## src/hw/rtl/assert_macros.svh

```systemverilog
// Assertion macros used by the receiver datapath.
`ifndef ASSERT_MACROS_SVH
`define ASSERT_MACROS_SVH

// Checks a property at every clock edge outside reset.
`define SWR_ASSERT(lbl, prop) \
  lbl: assert property (@(posedge clk) disable iff (!rst_n) (prop)) \
    else $error("swr assertion failed");

// Checks that a condition implies a consequence in the next cycle.
`define SWR_ASSERT_NEXT(lbl, cond, cons) \
  lbl: assert property (@(posedge clk) disable iff (!rst_n) (cond) |=> (cons)) \
    else $error("swr assertion failed");

`endif

```

## src/hw/rtl/swr_pkg.sv

```systemverilog
// Shared types and constants of the sliding window receiver.
package swr_pkg;

  localparam int WINDOW_MAX_DEF = 32;
  localparam int CFG_IDX_W      = 1;
  localparam int CFG_DATA_W     = 6;

  localparam logic [CFG_IDX_W-1:0] CFG_SEL_REPEAT  = 1'd0;
  localparam logic [CFG_IDX_W-1:0] CFG_WINDOW_SIZE = 1'd1;

  localparam logic [2:0] K_CONN       = 3'd0;
  localparam logic [2:0] K_PUSH       = 3'd1;
  localparam logic [2:0] K_DATA       = 3'd2;
  localparam logic [2:0] K_STOP       = 3'd3;
  localparam logic [2:0] K_DISCONNECT = 3'd4;
  localparam logic [2:0] K_ACK        = 3'd5;

  localparam logic [1:0] RK_DELIVER  = 2'd0;
  localparam logic [1:0] RK_ACK      = 2'd1;
  localparam logic [1:0] RK_COMPLETE = 2'd2;
  localparam logic [1:0] RK_SESSION  = 2'd3;

  typedef enum logic [2:0] {
    E_DLV, E_ACK, E_ACK_LOW, E_CMP, E_SES
  } esel_t;

  typedef struct packed {
    logic  latch;
    logic  commit;
    logic  rd;
    logic  emit;
    esel_t esel;
    logic  flush;
  } cmd_t;

  typedef struct packed {
    logic kind_ignored;
    logic kind_conn;
    logic st_idle;
    logic below;
    logic above;
    logic sel_repeat;
    logic peer_known;
    logic head_valid;
    logic stop;
    logic gen_ok;
    logic out_free;
    logic pend_v;
  } stat_t;

endpackage

```

## src/hw/rtl/swr_ctrl.sv

```systemverilog
// Sequencer of the receiver: walks one packet through check, buffer, delivery, acks, completion and session results.
module swr_ctrl (
  input  logic          clk,
  input  logic          rst_n,
  input  logic          in_valid,
  output logic          in_ready,
  input  swr_pkg::stat_t st,
  output swr_pkg::cmd_t  cmd
);
  import swr_pkg::*;

  typedef enum logic [3:0] {
    S_IDLE, S_EVAL, S_EARLY_ACK, S_EARLY_LOW, S_LOOP, S_DLV,
    S_ACK, S_CMP, S_SES, S_FLUSH
  } state_t;

  state_t state_r, state_nxt;

  always_comb begin
    state_nxt = state_r;
    cmd       = '0;
    cmd.esel  = E_DLV;
    in_ready  = (state_r == S_IDLE);
    case (state_r)
      S_IDLE: begin
        if (in_valid) begin
          cmd.latch = 1'b1;
          state_nxt = S_EVAL;
        end
      end
      S_EVAL: begin
        if (st.kind_ignored) begin
          state_nxt = S_IDLE;
        end else if (!st.st_idle && st.below) begin
          state_nxt = S_EARLY_ACK;
        end else if (!st.st_idle && st.above) begin
          state_nxt = st.sel_repeat ? S_FLUSH : S_EARLY_LOW;
        end else if (st.st_idle && !st.kind_conn && (st.below || st.above)) begin
          state_nxt = S_IDLE;
        end else begin
          cmd.commit = 1'b1;
          state_nxt  = S_LOOP;
        end
      end
      S_EARLY_ACK: begin
        if (!st.peer_known) begin
          state_nxt = S_FLUSH;
        end else if (st.gen_ok) begin
          cmd.emit  = 1'b1;
          cmd.esel  = E_ACK;
          state_nxt = S_FLUSH;
        end
      end
      S_EARLY_LOW: begin
        if (!st.peer_known) begin
          state_nxt = S_FLUSH;
        end else if (st.gen_ok) begin
          cmd.emit  = 1'b1;
          cmd.esel  = E_ACK_LOW;
          state_nxt = S_FLUSH;
        end
      end
      S_LOOP: begin
        if (st.head_valid) begin
          cmd.rd    = 1'b1;
          state_nxt = S_DLV;
        end else begin
          state_nxt = S_ACK;
        end
      end
      S_DLV: begin
        if (st.gen_ok) begin
          cmd.emit  = 1'b1;
          cmd.esel  = E_DLV;
          state_nxt = S_LOOP;
        end
      end
      S_ACK: begin
        if (!st.peer_known) begin
          state_nxt = S_CMP;
        end else if (st.gen_ok) begin
          cmd.emit  = 1'b1;
          cmd.esel  = E_ACK;
          state_nxt = S_CMP;
        end
      end
      S_CMP: begin
        if (!(st.stop && st.below)) begin
          state_nxt = S_SES;
        end else if (st.gen_ok) begin
          cmd.emit  = 1'b1;
          cmd.esel  = E_CMP;
          state_nxt = S_SES;
        end
      end
      S_SES: begin
        if (!(st.st_idle && st.below)) begin
          state_nxt = S_FLUSH;
        end else if (st.gen_ok) begin
          cmd.emit  = 1'b1;
          cmd.esel  = E_SES;
          state_nxt = S_FLUSH;
        end
      end
      S_FLUSH: begin
        if (!st.pend_v) begin
          state_nxt = S_IDLE;
        end else if (st.out_free) begin
          cmd.flush = 1'b1;
          state_nxt = S_IDLE;
        end
      end
      default: state_nxt = S_IDLE;
    endcase
  end

  always_ff @(posedge clk) begin
    if (!rst_n) begin
      state_r <= S_IDLE;
    end else begin
      state_r <= state_nxt;
    end
  end

endmodule

```

## src/hw/rtl/swr_dp.sv

```systemverilog
// Datapath of the receiver: connection state, window, slot store and result registers.
`include "assert_macros.svh"
module swr_dp #(
  parameter int WINDOW_MAX = swr_pkg::WINDOW_MAX_DEF
) (
  input  logic                           clk,
  input  logic                           rst_n,
  input  swr_pkg::cmd_t                  cmd,
  output swr_pkg::stat_t                 st,
  input  logic [2:0]                     in_kind,
  input  logic [31:0]                    in_seq,
  input  logic [15:0]                    in_source,
  input  logic [15:0]                    in_payload_tag,
  input  logic                           cfg_valid,
  input  logic [swr_pkg::CFG_IDX_W-1:0]  cfg_index,
  input  logic [swr_pkg::CFG_DATA_W-1:0] cfg_data,
  output logic                           out_valid,
  input  logic                           out_ready,
  output logic [1:0]                     out_result_kind,
  output logic [31:0]                    out_result_seq,
  output logic [2:0]                     out_acked_kind,
  output logic [15:0]                    out_destination,
  output logic [15:0]                    out_delivered_tag,
  output logic                           out_last
);
  import swr_pkg::*;

  localparam int IW = (WINDOW_MAX > 1) ? $clog2(WINDOW_MAX) : 1;
  localparam logic [IW:0]  WMAX_I = (IW + 1)'(WINDOW_MAX);
  localparam logic [32:0]  WMAX_W = 33'(WINDOW_MAX);

  typedef enum logic [1:0] {C_IDLE, C_CONNECTED, C_RECEIVING} conn_t;

  typedef struct packed {
    logic [1:0]  rkind;
    logic [31:0] seq;
    logic [2:0]  akind;
    logic [15:0] dest;
    logic [15:0] tag;
  } res_t;

  // Configuration.
  logic                  sel_repeat_r;
  logic [CFG_DATA_W-1:0] win_size_r;

  // Connection state.
  conn_t                 conn_r, conn_nxt;
  logic [31:0]           wl_r, wl_nxt;
  logic [IW-1:0]         wl_idx_r, wl_idx_nxt;
  logic [WINDOW_MAX-1:0] valid_r, valid_nxt;
  logic                  peer_known_r, peer_known_nxt;
  logic [15:0]           peer_r, peer_nxt;
  logic                  stop_r, stop_nxt;

  // Current packet.
  logic [2:0]  kind_r;
  logic [31:0] seq_r;
  logic [15:0] src_r;
  logic [15:0] tag_r;

  // Slot store.
  logic [15:0] tag_mem [WINDOW_MAX];
  logic [15:0] rdata_r;

  // Result staging.
  res_t pend_r, out_r, res_new;
  logic pend_v_r;
  logic out_valid_r;
  logic out_last_r;

  logic [32:0]   eff_win, hi;
  logic [31:0]   diff;
  logic [IW:0]   sum, idx_full;
  logic [IW-1:0] slot_idx;
  logic          conn_req;
  logic          slot_was_valid;
  logic          out_free;
  logic [WINDOW_MAX-1:0] base_valid;

  always_comb begin
    if (win_size_r == '0) begin
      eff_win = 33'd1;
    end else if (33'(win_size_r) > WMAX_W) begin
      eff_win = WMAX_W;
    end else begin
      eff_win = 33'(win_size_r);
    end
    hi = {1'b0, wl_r} + eff_win;
  end

  assign conn_req = (conn_r == C_IDLE) && (kind_r == K_CONN);

  // Slots are addressed by offset from the low edge, so only valid slots ever matter and a
  // connection request can restart the low edge at slot zero.
  always_comb begin
    diff = seq_r - wl_r;
    sum  = {1'b0, wl_idx_r} + diff[IW:0];
    if (sum >= WMAX_I) begin
      idx_full = sum - WMAX_I;
    end else begin
      idx_full = sum;
    end
    slot_idx = conn_req ? '0 : idx_full[IW-1:0];
  end

  assign base_valid     = conn_req ? '0 : valid_r;
  assign slot_was_valid = base_valid[slot_idx];
  assign out_free       = !out_valid_r || out_ready;

  always_comb begin
    res_new = '0;
    case (cmd.esel)
      E_DLV: begin
        res_new.rkind = RK_DELIVER;
        res_new.seq   = wl_r;
        res_new.tag   = rdata_r;
      end
      E_ACK: begin
        res_new.rkind = RK_ACK;
        res_new.seq   = sel_repeat_r ? seq_r : wl_r;
        res_new.akind = kind_r;
        res_new.dest  = peer_r;
      end
      E_ACK_LOW: begin
        res_new.rkind = RK_ACK;
        res_new.seq   = wl_r;
        res_new.akind = kind_r;
        res_new.dest  = peer_r;
      end
      E_CMP: begin
        res_new.rkind = RK_COMPLETE;
        res_new.seq   = seq_r;
      end
      E_SES: begin
        res_new.rkind = RK_SESSION;
        res_new.seq   = seq_r;
      end
      default: res_new = '0;
    endcase
  end

  always_comb begin
    conn_nxt       = conn_r;
    wl_nxt         = wl_r;
    wl_idx_nxt     = wl_idx_r;
    valid_nxt      = valid_r;
    peer_known_nxt = peer_known_r;
    peer_nxt       = peer_r;
    stop_nxt       = stop_r;
    if (cmd.latch) begin
      stop_nxt = 1'b0;
    end
    if (cmd.commit) begin
      case (conn_r)
        C_IDLE: begin
          if (kind_r == K_CONN) begin
            peer_nxt       = src_r;
            peer_known_nxt = 1'b1;
            conn_nxt       = C_CONNECTED;
            wl_nxt         = seq_r;
            wl_idx_nxt     = '0;
          end
        end
        C_RECEIVING: begin
          if (kind_r == K_STOP) begin
            stop_nxt = 1'b1;
            conn_nxt = C_CONNECTED;
          end
        end
        C_CONNECTED: begin
          if (kind_r == K_PUSH) begin
            conn_nxt = C_RECEIVING;
          end else if (kind_r == K_DISCONNECT) begin
            conn_nxt = C_IDLE;
          end
        end
        default: conn_nxt = C_IDLE;
      endcase
      valid_nxt           = base_valid;
      valid_nxt[slot_idx] = 1'b1;
    end
    if (cmd.emit && cmd.esel == E_DLV) begin
      valid_nxt[wl_idx_r] = 1'b0;
      wl_nxt              = wl_r + 32'd1;
      if (32'(wl_idx_r) == WINDOW_MAX - 1) begin
        wl_idx_nxt = '0;
      end else begin
        wl_idx_nxt = wl_idx_r + IW'(1);
      end
    end
  end

  always_ff @(posedge clk) begin
    if (!rst_n) begin
      sel_repeat_r <= 1'b0;
      win_size_r   <= CFG_DATA_W'(8);
      conn_r       <= C_IDLE;
      wl_r         <= '0;
      wl_idx_r     <= '0;
      valid_r      <= '0;
      peer_known_r <= 1'b0;
      peer_r       <= '0;
      stop_r       <= 1'b0;
      pend_v_r     <= 1'b0;
      out_valid_r  <= 1'b0;
    end else begin
      if (cfg_valid) begin
        case (cfg_index)
          CFG_SEL_REPEAT:  sel_repeat_r <= cfg_data[0];
          CFG_WINDOW_SIZE: win_size_r   <= cfg_data;
          default: ;
        endcase
      end
      conn_r       <= conn_nxt;
      wl_r         <= wl_nxt;
      wl_idx_r     <= wl_idx_nxt;
      valid_r      <= valid_nxt;
      peer_known_r <= peer_known_nxt;
      peer_r       <= peer_nxt;
      stop_r       <= stop_nxt;
      if (cmd.flush || (cmd.emit && pend_v_r)) begin
        out_valid_r <= 1'b1;
      end else if (out_ready) begin
        out_valid_r <= 1'b0;
      end
      if (cmd.emit) begin
        pend_v_r <= 1'b1;
      end
      if (cmd.flush) begin
        pend_v_r <= 1'b0;
      end
    end
  end

  // Payload registers and memory.
  always_ff @(posedge clk) begin
    if (cmd.latch) begin
      kind_r <= in_kind;
      seq_r  <= in_seq;
      src_r  <= in_source;
      tag_r  <= in_payload_tag;
    end
    // The first tag kept in a slot wins.
    if (cmd.commit && !slot_was_valid) begin
      tag_mem[slot_idx] <= tag_r;
    end
    if (cmd.rd) begin
      rdata_r <= tag_mem[wl_idx_r];
    end
    if (cmd.emit) begin
      pend_r <= res_new;
      if (pend_v_r) begin
        out_r      <= pend_r;
        out_last_r <= 1'b0;
      end
    end
    if (cmd.flush) begin
      out_r      <= pend_r;
      out_last_r <= 1'b1;
    end
  end

  always_comb begin
    st              = '0;
    st.kind_ignored = (kind_r >= K_ACK);
    st.kind_conn    = (kind_r == K_CONN);
    st.st_idle      = (conn_r == C_IDLE);
    st.below        = (seq_r < wl_r);
    st.above        = ({1'b0, seq_r} >= hi);
    st.sel_repeat   = sel_repeat_r;
    st.peer_known   = peer_known_r;
    st.head_valid   = valid_r[wl_idx_r];
    st.stop         = stop_r;
    st.gen_ok       = !pend_v_r || out_free;
    st.out_free     = out_free;
    st.pend_v       = pend_v_r;
  end

  assign out_valid         = out_valid_r;
  assign out_result_kind   = out_r.rkind;
  assign out_result_seq    = out_r.seq;
  assign out_acked_kind    = out_r.akind;
  assign out_destination   = out_r.dest;
  assign out_delivered_tag = out_r.tag;
  assign out_last          = out_last_r;

  `SWR_ASSERT(a_emit_room, cmd.emit |-> (!pend_v_r || out_free))
  `SWR_ASSERT_NEXT(a_flush_last, cmd.flush, out_valid_r && out_last_r && !pend_v_r)
  `SWR_ASSERT_NEXT(a_out_hold, out_valid_r && !out_ready, out_valid_r && $stable(out_r))

endmodule

```

## src/hw/rtl/sliding_window_receiver_unit.sv

```systemverilog
// Top level of the sliding window receiver: sequencer plus datapath.
//
//  channel | direction | handshake            | payload
//  in      | input     | in_valid / in_ready   | kind, seq, source, payload_tag
//  out     | output    | out_valid / out_ready | result_kind, result_seq, acked_kind,
//          |           |                       | destination, delivered_tag, last
//  cfg     | input     | cfg_valid / cfg_ready | cfg_index, cfg_data
//
// One packet is worked at a time. An ignored or dropped packet returns to idle after its
// check, an out-of-window packet may get an early ack, an in-window one delivers its words.
// Synchronous reset clears connection state, window and slot valid bits, and resets config.
// A stalled output holds the sequencer at its next result; cfg_ready is always high.
module sliding_window_receiver_unit #(
  parameter int WINDOW_MAX = swr_pkg::WINDOW_MAX_DEF
) (
  input  logic                           clk,
  input  logic                           rst_n,
  input  logic                           in_valid,
  output logic                           in_ready,
  input  logic [2:0]                     in_kind,
  input  logic [31:0]                    in_seq,
  input  logic [15:0]                    in_source,
  input  logic [15:0]                    in_payload_tag,
  output logic                           out_valid,
  input  logic                           out_ready,
  output logic [1:0]                     out_result_kind,
  output logic [31:0]                    out_result_seq,
  output logic [2:0]                     out_acked_kind,
  output logic [15:0]                    out_destination,
  output logic [15:0]                    out_delivered_tag,
  output logic                           out_last,
  input  logic                           cfg_valid,
  output logic                           cfg_ready,
  input  logic [swr_pkg::CFG_IDX_W-1:0]  cfg_index,
  input  logic [swr_pkg::CFG_DATA_W-1:0] cfg_data
);
  import swr_pkg::*;

  cmd_t  cmd;
  stat_t st;

  assign cfg_ready = 1'b1;

  swr_ctrl u_ctrl (
    .clk      (clk),
    .rst_n    (rst_n),
    .in_valid (in_valid),
    .in_ready (in_ready),
    .st       (st),
    .cmd      (cmd)
  );

  swr_dp #(
    .WINDOW_MAX (WINDOW_MAX)
  ) u_dp (
    .clk               (clk),
    .rst_n             (rst_n),
    .cmd               (cmd),
    .st                (st),
    .in_kind           (in_kind),
    .in_seq            (in_seq),
    .in_source         (in_source),
    .in_payload_tag    (in_payload_tag),
    .cfg_valid         (cfg_valid),
    .cfg_index         (cfg_index),
    .cfg_data          (cfg_data),
    .out_valid         (out_valid),
    .out_ready         (out_ready),
    .out_result_kind   (out_result_kind),
    .out_result_seq    (out_result_seq),
    .out_acked_kind    (out_acked_kind),
    .out_destination   (out_destination),
    .out_delivered_tag (out_delivered_tag),
    .out_last          (out_last)
  );

endmodule

```

## config.mk

```make
export PLATFORM = sky130hd
export DESIGN_NAME = sliding_window_receiver_unit
export DESIGN_NICKNAME = d
export VERILOG_FILES = /design/src/hw/rtl/swr_pkg.sv /design/src/hw/rtl/swr_ctrl.sv /design/src/hw/rtl/swr_dp.sv /design/src/hw/rtl/sliding_window_receiver_unit.sv
export VERILOG_INCLUDE_DIRS = /design/src /design/src/hw/rtl
export SDC_FILE = /design/constraint.sdc
export NUM_CORES = 1
export LEC_CHECK = 0
export BUFFER_PORTS_ARGS = -buffer_cell sky130_fd_sc_hd__buf_2
export CELL_PAD_IN_SITES_DETAIL_PLACEMENT = 2
export CELL_PAD_IN_SITES_GLOBAL_PLACEMENT = 2
export CORE_ASPECT_RATIO = 0.5
export CORE_MARGIN = 4
export CORE_UTILIZATION = 29
export DETAILED_ROUTE_END_ITERATION = 10
export HOLD_SLACK_MARGIN = 0.12
export PLACE_DENSITY_LB_ADDON = 0.1
export SETUP_SLACK_MARGIN = 0.4
export SYNTH_ARGS = -nofsm -noshare
export SYNTH_HDL_FRONTEND = slang
export SYNTH_HIERARCHICAL = 1
export SYNTH_SLANG_ARGS = --single-unit
```

## constraint.sdc

```tcl
create_clock -name clk -period 13.6 [get_ports clk]
set_clock_uncertainty 0.1 [all_clocks]
set_input_delay 2.72 -clock clk [delete_from_list [all_inputs] [get_ports clk]]
set_output_delay 2.72 -clock clk [all_outputs]
set_load 0.005 [all_outputs]
```

# Yosys cells after proc, flatten, opt, wreduce, memory -nomap -nowiden

Memory sizes are Yosys's and may differ from the RTL's. A register that Yosys moved wholly into a read port is not among the register bits.
Index checks and enable logic that the tools add are counted.

Add/sub/neg operators: 6
Magnitude comparators: 9
Eq/ne operators: 27
Mux-type cells: 82
Bitwise logic cells: 5
Reduce and logical (&&, ||, !) cells: 44

Operators by type and width:

| cell                    | number |
|---|---|
| $mux W32                | 8 |
| $mux W69                | 3 |
| $pmux W34 S5            | 1 |
| $mux W4                 | 24 |
| $pmux W4 S9             | 1 |
| $mux W5                 | 7 |
| $add A32 B33 Y33        | 1 |
| $ge A32 B33 Y1          | 1 |
| $mux W33                | 1 |
| $add A32 B1 Y32 const B | 1 |
| $and A32 B32 Y32        | 1 |
| $lt A32 B32 Y1          | 1 |
| $not A32 Y32            | 1 |
| $or A32 B32 Y32         | 1 |
| $mux W1                 | 24 |
| $pmux W4 S5             | 1 |
| $eq A4 B3 Y1 const B    | 4 |
| $logic_and A1 B1 Y1     | 12 |
| $lt A5 B6 Y1 const B    | 2 |
| $reduce_bool A2 Y1      | 6 |
| $bmux W1 S5             | 2 |
| $demux W1 S5            | 2 |
| $ge A5 B1 Y1 const B    | 2 |
| $mux W2                 | 5 |
| other kinds (35)        | 61 |

Flip-flop bits (word level): 308
Memory bits (writable): 512
Bits of input ports: 79
Word-level logic and storage cells: 201
Memories kept: 1

Memory list:

| name         | words | bits a word | rd ports | clocked after memory_dff | wr ports | line         | RTL |
|---|---|---|---|---|---|---|---|
| u_dp.tag_mem | 32    | 16          | 1        | 1                        | 1        | swr_dp.sv:62 | `logic [15:0] tag_mem [WINDOW_MAX];` |

# Logic depth before layout (Yosys ltp)

Gate-level depths: netlist (run 1).

Word-level depth: 15
Mapped depth: 31

# Cells and area by module

Netlist (run 1), hierarchy kept.

By module, submodules not included:

| module                       | instances | cells an instance | area an instance (µm²) | seq. area each (µm²) |
|---|---|---|---|---|
| swr_dp                       | 1         | 2161              | 34394.2                | 23993.0 |
| swr_ctrl                     | 1         | 77                | 519.2                  | 80.1 |
| sliding_window_receiver_unit | 1         | 2                 | 11.3                   | 0.0 |

# Least setup slack after synthesis (run 1)

Ideal clock, no wire load.

Path kind: input -> register
Start: input port out_ready
End: register u_dp.out_r, in the netlist u_dp/out_acked_kind[0] (enable)
Library setup time: 0.423 ns
Arrival time: 6.310 ns
Required time: 13.077 ns
Path slack: 6.766 ns
Stages: 4
Cell sequence: nand3b_1 o21a_1 a21oi_1 inv_1

RTL lines:

| element                | line                               | RTL |
|---|---|---|
| start: declaration     | sliding_window_receiver_unit.sv:25 | `input logic out_ready,` |
| end signal: assignment | swr_dp.sv:253                      | `out_r <= pend_r;` |
| end signal: assignment | swr_dp.sv:258                      | `out_r <= pend_r;` |
| end: declaration       | swr_dp.sv:66                       | `res_t pend_r, out_r, res_new;` |

==> metrics.txt, run 1 <==
Max-Cap Viols 0; CORE AREA 119000 um2; postcts setup bufs 0; DRT Wirelength 109000 um; largest area contributor in the netlist edfxtp_1; CTS root buf clkbuf_16; Req. time, crit path 13.79 ns; die height 253 um; first-pass GRT wire length 160000 um; TritonCTS clock tree built; Hold Path Origin u_dp/pend_r[47]$_DFFE_PP_; Num CTS Buffers 85; Max Clk Rate 123 MHz; fin util 34.1%; Hold Crit Depth 0; Post-synth EDFFs 733; Area contributors post-synth edfxtp_1 (63%), mux4_2 (9.2%), dfxtp_1 (5.9%); Worst-Margin Slew 1.26 ns; Area Growth Syn to Fin 15.9%; Setup violations, final 0; Worst R2R Path Depth 26; clock sinks 836; Fill cells 12066; kind of critical path flip-flop to flip-flop; fraction of layout cells with a size suffix above 1 21.4%; Worst Setup End Kind flip-flop; Yosys warnings 6; Clock Path Buffers 3; Final WS setup 5.46 ns; WL/cell 26.7 um; via count 20562; Yosys cell types 83; Period minus WS final 8.14 ns; register bit total from synthesis 836; Primary FF master, synth edfxtp_1; reg2reg start u_dp/win_size_r[2]$_SDFFE_PN0P_; IO Pins 152; Clock Pin Slew Worst Setup and Hold Paths 0.06 ns; period utilization 59.8%; initial core utilization 29.4%; flop-to-flop setup slack 5.46 ns; Hold-fix buffers, CTS 0; sequential area share after synthesis 68.9%; multi-input logic area 10200 um2; Post-route DRC 0; Pre-Repair DR Iteration Count 5; Hold Path End u_dp/out_result_seq[12]$_DFFE_PP_; port bufs 150; Critical Path AT 8.33 ns; 1st-iter DRT viols 1313; # rows 89; Clock Latency Late Sink 0.70 ns; largest net degree at the start of global routing 123; gpl congestion 0.772; nets 2582; final hold violations 0; Final Slew Violations 0; count leader, synth edfxtp_1; reg2reg end u_dp/tag_mem[3][3]$_DFFE_PP_; CP startpoint kind flip-flop; Remaining Overflow, GRT 0; Post-CTS Resized 0; worst-path fanout max 20; commonest cells in the netlist edfxtp_1 (733), nand2_1 (168), mux4_2 (143); Chip Width 499 um; outcome finished, final reports clean; worst vdd ir 0.0871 mV; dpl hpwl 69700 um; vias in the first global route 22605; H-tree levels 3; Slew HR 15.9%; Vias/cell 5.04; Die ar. 126000 um2; mapped cell area 34900 um2; Synth top area share 63.0%; register area 24100 um2; GRT Util Overall 17.2%; Syn Inst Count 2240; Syn Area/Cell 15.6 um2; syn nets 2404; pre-CTS WS 5.44 ns; total negative slack 0 ns; asr flop ratio synth 0%; Hold Path Class flip-flop to flip-flop; initial antenna violation count 4; power density cells 152 nW/um2; RSZ-0062 raised after global routing no; Leak 12.8 nW; Routed Antenna Nets 0
-- stage by stage --
stage / total power (W) / hold slack (ns) / area [um2] / instances
floorplan: 0.00351 / 0.300 / 34900 / 2240
global placement: 0.00382 / 0.301 / 37700 / 3923
detailed placement: 0.00383 / 0.306 / 37700 / 3923
CTS: 0.00626 / 0.320 / 40500 / 4079
global route: 0.00643 / 0.322 / 40500 / 4081
finish: 0.00614 / 0.317 / 40500 / 4081
-- metal layers --
metal	wire length, um	GRT usage (%)
met1	49700	23.1
met2	53800	29.2
met3	3060	2.50
met4	2390	4.60
met5	0	0
-- worst max-delay path: stages, from the launching register on --
cell      delay [ns]
dfxtp_1         0.32
nor4_1          0.29
nor2_1          0.07
nor2_1          0.10
ha_1            0.17
inv_1           0.05
fa_1            0.40
nor2b_1         0.12
o21ai_0         0.10
a21oi_1         0.32
o22a_1          0.45
or3b_2          0.50
xnor2_1         0.14
ha_1            0.30
nand4_1         0.15
nor2_1          0.06
a221oi_1        0.28
nor3_1          0.08
nor3_1          0.15
a21oi_1         0.23
nor2_1          0.15
a21oi_1         0.05
nor2_1          0.52
nor4b_2         0.42
and2_1          0.86
a31oi_1         0.38
nor2_2          0.94
-- cell usage in the layout, fill, tap and decap left out, types with 59 or more instances in the layout --
master     Yosys  routed
nor2_1       117     115
buf_4          9      59
dfxtp_1      103     101
ha_1          80      80
edfxtp_1     733     733
o21ai_0       81      81
nand2_1      168     167
clkbuf_16      0      86
inv_1         60      59
a21oi_1      117     117
mux4_2       143     143
buf_2         31     150
a22oi_1       87      87
-- area by class of cell --
cell class / instances / share of cell area (%)
inverter: 63 / 0.587
multi-input combinational: 1221 / 25.1
antenna: 2 / 0.0124
clock buffer: 106 / 5.55
timing repair buffer: 211 / 3.05
tap: 1592 / 4.92
sequential: 836 / 59.5
clock inverter: 50 / 1.27
-- kinds of logic after synthesis --
kind of cell               count (synthesis)  share of synthesized area, %
and+or+nand+nor                          556                          8.05
other                                      1                        0.0107
muxes                                    147                          9.35
buffers and inverters                    183                          2.20
DFF                                      836                          68.9
xor gates and xnor gates                  39                          1.04
adders and majority gates                 85                          3.15
AOI/OAI and AO/OA                        393                          7.26
-- registers in the layout, indices dropped and copies added, names as in the netlist, 2 cells and up --
name                    count
u_dp/tag_mem              512
u_dp/pend_r                69
u_dp/out_result_seq        32
u_dp/seq_r                 32
u_dp/valid_r               32
u_dp/wl_r                  32
u_dp/out_delivered_tag     16
u_dp/out_destination       16
u_dp/peer_r                16
u_dp/rdata_r               16
u_dp/src_r                 16
u_dp/tag_r                 16
u_dp/win_size_r             6
u_dp/wl_idx_r               5
u_ctrl/state_r              4
u_dp/kind_r                 3
u_dp/out_acked_kind         3
u_dp/conn_r                 2
u_dp/out_result_kind        2
-- where the power goes --
part	total [W]	switching (W)	leakage [nW]	internal, W
logic	0.000634	0.000406	3.96	0.000229
registers	0.00313	0.000168	7.51	0.00296
clock network	0.00238	0.00106	1.34	0.00132
-- worst max-delay path by stage --
stage          cells past startpoint                          endpoint                       startpoint  slack, ns
5_1_grt                           26     u_dp/tag_mem[3][15]$_DFFE_PP_  u_dp/win_size_r[2]$_SDFFE_PN0P_       4.69
3_5_place_dp                      26     u_dp/tag_mem[3][11]$_DFFE_PP_  u_dp/win_size_r[2]$_SDFFE_PN0P_       5.44
2_1_floorplan                      4  u_dp/out_acked_kind[0]$_DFFE_PP_                        out_ready       6.77
6_report                          26      u_dp/tag_mem[3][3]$_DFFE_PP_  u_dp/win_size_r[2]$_SDFFE_PN0P_       5.46
4_1_cts                           26      u_dp/tag_mem[3][3]$_DFFE_PP_  u_dp/win_size_r[2]$_SDFFE_PN0P_       5.40
3_3_place_gp                      26     u_dp/tag_mem[3][13]$_DFFE_PP_  u_dp/win_size_r[2]$_SDFFE_PN0P_       5.59
(Power assumes the default switching activity.)
==> run 2, diff against run 1 <==
==> constraint.sdc (replaced) <==
create_clock -name clk -period 7.4 [get_ports clk]
set_clock_uncertainty 0.1 [all_clocks]
set_input_delay 1.48 -clock clk [delete_from_list [all_inputs] [get_ports clk]]
set_output_delay 1.48 -clock clk [all_outputs]
set_load 0.005 [all_outputs]
==> run 2 against run 1 <==
Effect of this change:
- largest power group unchanged
- via count up 1.5%
- combinational power up 120%
- routed wire length up 3.9%
- clock-buffer cell count up 2
- first-iteration DRC count up 2.7%
- worst setup slack worse by 4.4 ns
==> metrics.txt, run 2 (synthesized netlist as in run 1, its figures left out) <==
initial antenna violation count 4 (unchanged); RSZ-0062 raised after global routing no; period utilization 85.9% (+26 points); Power Internal 0.00846 W (+88%); Vias/cell 5.07 (+0.63%); clock power share 39.4% (+0.6 points); fraction of layout cells with a size suffix above 1 23.2% (+1.8 points); Clock Latency Late Sink 0.70 ns (about the same); vias in the first global route 22629 (+0.11%); most common cell after layout, fill and taps aside edfxtp_1; worst vdd ir 0.146 mV (+68%); Non-Filler Instances 4116 (+0.86%); Buffers & Inverters on Critical Path 3 (+2); DRT Wirelength 113000 um (+3.9%); Req. time, crit path 7.67 ns (-6.12 ns); Crit. Startpoint u_dp/win_size_r[2]$_SDFFE_PN0P_; Remaining Overflow, GRT 0 (unchanged); max reg flops 512 (unchanged); reg2reg start u_dp/win_size_r[2]$_SDFFE_PN0P_; clock sinks 836 (unchanged); Leak 13.1 nW (+2.0%); power density cells 282 nW/um2 (+86%); Period minus WS final 6.36 ns (-1.78 ns); CP delay by family, top simple AND/OR/NAND/NOR gates; Setup violations, final 0 (unchanged); Logic pwr share 12.2% (+1.9 points); dpl hpwl 73800 um (+6.0%); largest net degree at the start of global routing 58 (-53%); die height 253 um (unchanged); Clock Pin Slew Worst Setup and Hold Paths 0.06 ns (about the same); switching pwr 0.00306 W (+87%); flop-to-flop setup slack 1.04 ns (-4.42 ns); total negative slack 0 ns (unchanged); nets 2621 (+1.5%); Clock Path Buffers 3 (unchanged); H-tree levels 3 (unchanged); # rows 89 (unchanged); Worst R2R Path Depth 28 (+7.7%); GRT Util Overall 17.8% (+0.60 points); Worst path depth 28 (+7.7%); kind of critical path flip-flop to flip-flop; Routed Antenna Nets 0 (unchanged); Worst Setup End Kind flip-flop; worst-path fanout max 16 (-20%); Critical Path AT 6.62 ns (-1.71 ns); Largest regs u_dp/tag_mem x512, u_dp/pend_r x69; first-pass GRT wire length 164000 um (+2.2%); Final Slew Violations 0 (unchanged); port bufs 150 (unchanged); gpl congestion 0.776 (+0.54%); Post-route DRC 0 (unchanged); Seq pwr share 48.4% (-2.5 points); final hold violations 0 (unchanged); reg2reg end u_dp/tag_mem[2][9]$_DFFE_PP_; CORE AREA 119000 um2 (unchanged); outcome finished, final reports clean; Slew HR 27.5% (+12 points); placed cell count 3963 (+1.0%); Worst Setup EP u_dp/tag_mem[2][9]$_DFFE_PP_; final instance area 40900 um2 (+1.0%); CP max-delay cell or3b_2; Worst-Margin Slew 1.09 ns (-0.173 ns); Post-DP Area 38000 um2 (+0.76%); Num CTS Buffers 84 (-1.2%); WL/cell 27.5 um (+3.0%); Max-Cap Viols 0 (unchanged); commonest non-fill, non-tap cells in the layout edfxtp_1 (733), nand2_1 (166), buf_2 (150); Area Growth Syn to Fin 17.1%; slowest stage delay, CP 0.46 ns (-0.48 ns); Hold Path Class flip-flop to flip-flop; CP most frequent cell nor2_1; Fill cells 11984 (-0.68%); Hold Path Origin u_dp/pend_r[40]$_DFFE_PP_; Die ar. 126000 um2 (unchanged); Pre-Repair DR Iteration Count 5 (unchanged); IO Pins 152 (unchanged); via count 20869 (+1.5%); TritonCTS clock tree built; CTS root buf clkbuf_16; initial core utilization 29.4% (unchanged); Max Clk Rate 157 MHz (+28%); Switching Fraction 26.6% (-0.075 points); Chip Width 499 um (unchanged); most flop-heavy register u_dp/tag_mem; CP startpoint kind flip-flop; 1st-iter DRT viols 1348 (+2.7%)
run 2: cell count changes in the layout (fill, tap and decap cells not counted), moves of 2 or more:
cell | before | now
clkinv_8 | 2 | 0
clkbuf_8 | 2 | 5
clkinv_2 | 14 | 16
clkinv_1 | 20 | 9
bufinv_16 | 7 | 11
clkinv_4 | 2 | 0
clkinvlp_4 | 1 | 4
buf_4 | 59 | 100
run 2: power by group through the flow:
stage | Sequential (W) | Combinational (W) | Clock, W
2_1_floorplan | 0.00567 | 0.000782 | 0
3_3_place_gp | 0.00568 | 0.00141 | 0
3_5_place_dp | 0.00568 | 0.00144 | 0
4_1_cts | 0.00558 | 0.00144 | 0.00471
5_1_grt | 0.00560 | 0.00156 | 0.00490
6_report | 0.00558 | 0.00141 | 0.00454
run 2: layout make-up:
type	instances	area, um2	area share [%]
Multi-Input combinational cell	1221	10200	24.9
Antenna cell	1	2.50	0.00612
Inverter	63	238	0.581
Tap cell	1592	1990	4.87
Timing Repair Buffer	251	1520	3.72
Clock buffer	108	2280	5.59
Clock inverter	44	578	1.41
Sequential cell	836	24100	58.9
run 2: how the worst min path moves through the flow:
stage / to / slack (ns) / cells past startpoint
5_1_grt: u_dp/out_destination[7]$_DFFE_PP_ / 0.32 / 0
3_5_place_dp: u_dp/out_destination[13]$_DFFE_PP_ / 0.31 / 0
6_report: u_dp/out_result_seq[5]$_DFFE_PP_ / 0.32 / 0
3_3_place_gp: u_dp/out_destination[11]$_DFFE_PP_ / 0.30 / 0
2_1_floorplan: u_dp/out_acked_kind[0]$_DFFE_PP_ / 0.30 / 0
4_1_cts: u_dp/out_result_seq[16]$_DFFE_PP_ / 0.32 / 0
run 2: routing by layer:
| metal | part of all wire [%] | global-route usage (%) | vias to the layer above |
|---|---|---|---|
| li1 | - | - | 9200 |
| met1 | 46 | 24.2 | 11137 |
| met2 | 48 | 29.6 | 400 |
| met3 | 4.2 | 3.35 | 132 |
| met4 | 2.0 | 4.06 | 0 |
| met5 | 0 | 0 | - |
run 2: through the flow:
stage	worst slack, ns	power [W]	hold slack, ns	util (%)
floorplan	0.929	0.00645	0.300	-
global placement	0.761	0.00709	0.301	32.0
detailed placement	0.542	0.00712	0.305	32.0
CTS	0.511	0.0117	0.318	34.4
global route	0.411	0.0121	0.322	34.4
finish	1.04	0.0115	0.316	34.4
run 2: timing repair:
item / in CTS / in global routing
setup endpoints to repair: 0 / 267
buffers inserted: 0 / 0
resized for setup: 0 / 7
hold buffers: 0 / 0
